===== config.mk =====
export PLATFORM = sky130hd
export DESIGN_NAME = fbd_geom
export DESIGN_NICKNAME = d
export VERILOG_FILES = /design/src/design/fbd_pkg.sv /design/src/design/fbd_geom.sv
export SDC_FILE = /design/constraint.sdc
export NUM_CORES = 2
export LEC_CHECK = 0
export BUFFER_PORTS_ARGS = -buffer_cell sky130_fd_sc_hd__buf_2
export CAP_MARGIN = 20
export CORE_ASPECT_RATIO = 1.4
export CORE_MARGIN = 4
export CORE_UTILIZATION = 66
export CTS_BUF_LIST = sky130_fd_sc_hd__clkbuf_4 sky130_fd_sc_hd__clkbuf_8 sky130_fd_sc_hd__clkbuf_16
export DETAILED_ROUTE_END_ITERATION = 7
export GPL_TIMING_DRIVEN = 0
export PLACE_DENSITY = 0.91
export SYNTH_ARGS = -nofsm -noshare
export SYNTH_HDL_FRONTEND = slang
export SYNTH_SLANG_ARGS = --single-unit

===== constraint.sdc =====
create_clock -name clk -period 19.05 [get_ports clk]
set_input_delay 1.905 -clock clk [delete_from_list [all_inputs] [get_ports clk]]
set_output_delay 1.905 -clock clk [all_outputs]
set_load 0.005 [all_outputs]

===== src/design/fbd_pkg.sv =====
// ----------------------------------------------------------------------------
// fbd_pkg
// Shared types and constants for the fluid buoyancy and drag unit.
// ----------------------------------------------------------------------------
package fbd_pkg;

  // accept edge to result strobe, in clock cycles
  localparam int FBD_LATENCY = 44;
  localparam int DIV_STAGES  = 32;
  localparam int NLANE       = 4;

  // Q32 constants: g*pi/3, pi/2, g, 1.5
  localparam logic [35:0] K_SB = 36'd44122233294;
  localparam logic [32:0] K_SD = 33'd6746518852;
  localparam logic [35:0] K_PB = 36'd42133629174;
  localparam logic [32:0] K_PD = 33'd6442450944;

  typedef enum logic [1:0] {
    CFG_WATER_PRESENT = 2'd0,
    CFG_WATER_LEVEL   = 2'd1,
    CFG_FLUID_DENSITY = 2'd2
  } cfg_idx_e;

  typedef struct packed {
    logic               body_kind;
    logic signed [31:0] body_y;
    logic [30:0]        radius;
    logic [31:0]        volume;
    logic [31:0]        mass;
    logic signed [31:0] vel_x;
    logic signed [31:0] vel_y;
    logic signed [31:0] vel_z;
  } fbd_req_t;

  typedef struct packed {
    logic [30:0]        buoy_accel;
    logic signed [31:0] drag_x;
    logic signed [31:0] drag_y;
    logic signed [31:0] drag_z;
    logic               submerged;
  } fbd_res_t;

  typedef struct packed {
    logic        live;
    logic        kind;
    logic [2:0]  vpos;
    logic [31:0] mass;
  } fbd_ctrl_t;

  typedef logic [2:0][31:0]       fbd_mag_t;
  typedef logic [NLANE-1:0][63:0] fbd_y_t;
  typedef logic [NLANE-1:0][31:0] fbd_quo_t;

endpackage


===== src/design/fbd_geom.sv =====
// ----------------------------------------------------------------------------
// fbd_geom
// Front end: submerged depth, cap terms, velocity magnitudes, then hc^2 or volume.
// ----------------------------------------------------------------------------
module fbd_geom import fbd_pkg::*; (
  input  logic               clk,
  input  logic               rst,
  input  logic               in_v,
  input  fbd_req_t           req,
  input  logic               water_present,
  input  logic signed [31:0] water_level,
  output logic               out_v,
  output logic [63:0]        q,
  output logic [32:0]        t,
  output fbd_ctrl_t          ctrl,
  output fbd_mag_t           mag
);

  logic signed [33:0] h;
  logic [33:0]        r_x;
  logic [31:0]        r2;
  logic [31:0]        hc;
  logic [32:0]        r3;
  logic               sphere;
  logic               sub;
  logic signed [31:0] vel [3];
  fbd_ctrl_t          ctrl_next;
  fbd_mag_t           mag_next;

  logic               a_v;
  logic [31:0]        a_a;
  logic [32:0]        a_t;
  logic               a_sq;
  fbd_ctrl_t          a_ctrl;
  fbd_mag_t           a_mag;

  always_comb begin
    sphere = !req.body_kind;
    r_x    = {3'b000, req.radius};
    h      = 34'(water_level) - 34'(req.body_y) + r_x;
    r2     = {req.radius, 1'b0};
    // depth clamps at the full diameter
    hc     = (h[32:0] > {1'b0, r2}) ? r2 : h[31:0];
    r3     = {2'b00, req.radius} + {1'b0, r2};
    if (sphere) begin
      sub = !h[33] && (h != '0);
    end else begin
      sub = req.body_y < water_level;
    end
    vel[0] = req.vel_x;
    vel[1] = req.vel_y;
    vel[2] = req.vel_z;
    for (int i = 0; i < 3; i++) begin
      mag_next[i]       = vel[i][31] ? 32'(-vel[i]) : vel[i];
      ctrl_next.vpos[i] = !vel[i][31] && (vel[i] != '0);
    end
    ctrl_next.live = sub && water_present;
    ctrl_next.kind = req.body_kind;
    ctrl_next.mass = (req.mass == '0) ? 32'd1 : req.mass;
  end

  always_ff @(posedge clk) begin
    if (rst) begin
      a_v   <= 1'b0;
      out_v <= 1'b0;
    end else begin
      a_v   <= in_v;
      out_v <= a_v;
    end
  end

  always_ff @(posedge clk) begin
    a_a    <= sphere ? hc : req.volume;
    // a point keeps its volume: multiplier of one
    a_t    <= sphere ? (r3 - {1'b0, hc}) : 33'd1;
    a_sq   <= sphere;
    a_ctrl <= ctrl_next;
    a_mag  <= mag_next;
    q      <= a_sq ? (64'(a_a) * 64'(a_a)) : {32'b0, a_a};
    t      <= a_t;
    ctrl   <= a_ctrl;
    mag    <= a_mag;
  end

endmodule


==> impl_metrics.tcl <==
set metrics [dict create \
    worstSetupPathDepth 34 \
    grt_use_met3_pct 13.3 \
    grt_pass1_wl_mm 233 \
    clockRootBuffer "clkbuf_16" \
    cts_tree "yes" \
    cp_data_required_time_ps 19470 \
    antenna_found_initial 48 \
    post_cts_buffers 0 \
    drive_gt1_share_pct 12.2 \
    cts_repair_resize_count 0 \
    multi_input_area_sq_um 33800 \
    worstMarginPinSlew_ps 1310 \
    hpwl_mm 128 \
    async_reset_ff_share_pct 0 \
    clock_sinks 431 \
    synth_cell_types 76 \
    slowest_stage "buf_1" \
    syn-num-nets 6499 \
    drt_iter0_drc 3341 \
    io-pin-count 491 \
    route.detailed.drc 6 \
    slew_violations 0 \
    fp.dieW_um 235 \
    core_region_area_sq_um 71600 \
    clk_path_buf_depth 3 \
    first_pass_iters 8 \
    num-fill-cells 4915 \
    grt_pass1_vias 41292 \
    gr-usage-all-layers_pct 40.1 \
    top_usage_layer "met2" \
    netlist_area_sq_um 47600 \
    hold_path_class "flip-flop to flip-flop" \
    cp_data_arrival_time_ps 12700 \
    synth_area_leaders "fa_1, dfxtp_1, ha_1" \
    cp_top_family "compound AO/OA/AOI/OAI gates" \
    yosys_warnings 0 \
    synth_edf_count 0 \
    gp_congestion 1.05 \
    portBuffers 490 \
    wl_mm 155 \
    postRouteAntennaNets 0 \
    cp_max_fo 10 \
    dominantRegCellSynth "dfxtp_1" \
    fin_util_pct 73.8 \
    final_common_cell "inv_1" \
    grtUsageMet1_pct 42.6 \
    wl_per_cell_um 23.8 \
    fp.dieH_um 326 \
    hold_viol 0 \
    grt_setup_unrepaired "false" \
    status "complete, but fails checks" \
    htreeDepth 2 \
    startpoint_type "input port" \
    critPathKind "input port to flip-flop" \
    avgSynthCellArea_sq_um 9.60 \
    dieArea_sq_um 76600 \
    syn_inst 4962 \
    fin_worst_skew_ps 34.3 \
    num_rows 116 \
    cts_made_buffers 41 \
    path_clk_slew_ps 70 \
    finalSetupViolations 0 \
    fin_crit_sh_pct 64.4 \
    min_period_ps 12270 \
    routed_via_density 5.87 \
    grt_start_max_net_pins 18 \
    cap_viol_max_count 0 \
    violations "DRC" \
    path_buf_inv 5 \
    synth.yosys.seq_area_share_pct 18.1 \
    seqCellArea_sq_um 8630 \
    synth_seq_cells 431 \
    synth_top_area_share_pct 36.5 \
    maxSlewHeadroom_pct 12.9 \
    crit_path_max_incr_delay_ps 740 \
    area_growth_pct 10.9 \
    dr_total_vias 38225 \
    setup_tns_ps 0 \
    max_freq_ghz 0.0815 \
    clock_latency_ps 600 \
    worstSetupEndpointType "flip-flop" \
    hold-path-cell-count 0 \
    final_cell_mix "inv_1, fa_1, buf_2" \
    overflow 0 \
    nets 7038 \
    reg2reg_depth 28 \
    grtUsageMet2_pct 66.1 \
    yosys.area.top_type "fa_1" \
    hold_buffers 0 \
    start_util_pct 66.6 \
]
==> logic make-up (layout without fill, tap and decap cells) <==
| kind of cell | count (synthesis) | in the layout | synth area share [%] |
|---|---|---|---|
| flip-flops | 431 | 431 | 18.1 |
| other | 0 | 40 | 0 |
| AO/OA/AOI/OAI | 564 | 564 | 7.70 |
| adder cells (fa/ha/maj) | 1277 | 1277 | 47.2 |
| multiplexers | 75 | 75 | 1.76 |
| XOR/XNOR | 207 | 207 | 3.81 |
| buffers and inverters | 1383 | 1950 | 11.0 |
| AND/OR/NAND/NOR | 1025 | 1025 | 10.4 |
==> cells in the mapped netlist, drive strengths merged (17+ instances only) <==
cell type / count
a21oi: 153
xnor2: 171
clkbuf: 173
o21bai: 22
nor4: 21
o21a: 17
o31ai: 32
fa: 869
and3: 24
a211oi: 21
nand2: 374
o21ai: 125
mux2: 71
nor2b: 25
or3: 25
ha: 408
nor3: 22
nand3: 46
dfxtp: 431
inv: 1195
xor2: 36
a31oi: 20
and2: 208
nand4: 23
a21o: 86
nor2: 197
==> state kept, by name (all words and copies together), names as in the netlist <==
register / cells
a_a: 32
a_ctrl: 37
a_mag: 96
a_sq: 1
a_t: 33
a_v: 1
ctrl: 37
mag: 96
out_v: 1
q: 64
t: 33
==> metrics by stage <==
stage	hold WS, ps	cells	area (sq um)	setup WS [ps]
after floorplan	310	4962	47600	9170
after global placement	310	6396	51300	6610
after detailed placement	312	6397	51300	6580
after CTS	281	6468	52700	7090
after global routing	297	6497	52800	6550
final	299	6513	52800	6780
==> worst paths after layout <==
check,start,endpoint,slack (ps)
min,a_ctrl[10],ctrl[10],300
max,req[161],a_t[32],6780
min reg2reg,a_ctrl[10],ctrl[10],300
max reg2reg,a_a[6],q[57],8680
==> cell type report <==
| cell class | count | area share (%) |
|---|---|---|
| Buffer | 181 | 1.34 |
| Timing Repair Buffer | 496 | 4.79 |
| Clock inverter | 17 | 0.343 |
| Clock buffer | 54 | 2.29 |
| Tap cell | 944 | 2.24 |
| Antenna cell | 40 | 0.189 |
| Multi-Input combinational cell | 3148 | 63.9 |
| Sequential cell | 431 | 16.3 |
| Inverter | 1202 | 8.54 |
==> metal layers <==
layer | share of wire [%] | routed length (um) | vias up
met2 | 47 | 72800 | 2473
met3 | 11 | 17300 | 923
met1 | 32 | 49100 | 18512
met4 | 10 | 15700 | 28
met5 | 0.13 | 198 | -
li1 | - | - | 16289
Power is left out: the tool's default activity adds up to more than one toggle a clock period on the data nets, which glitch-free logic cannot reach.
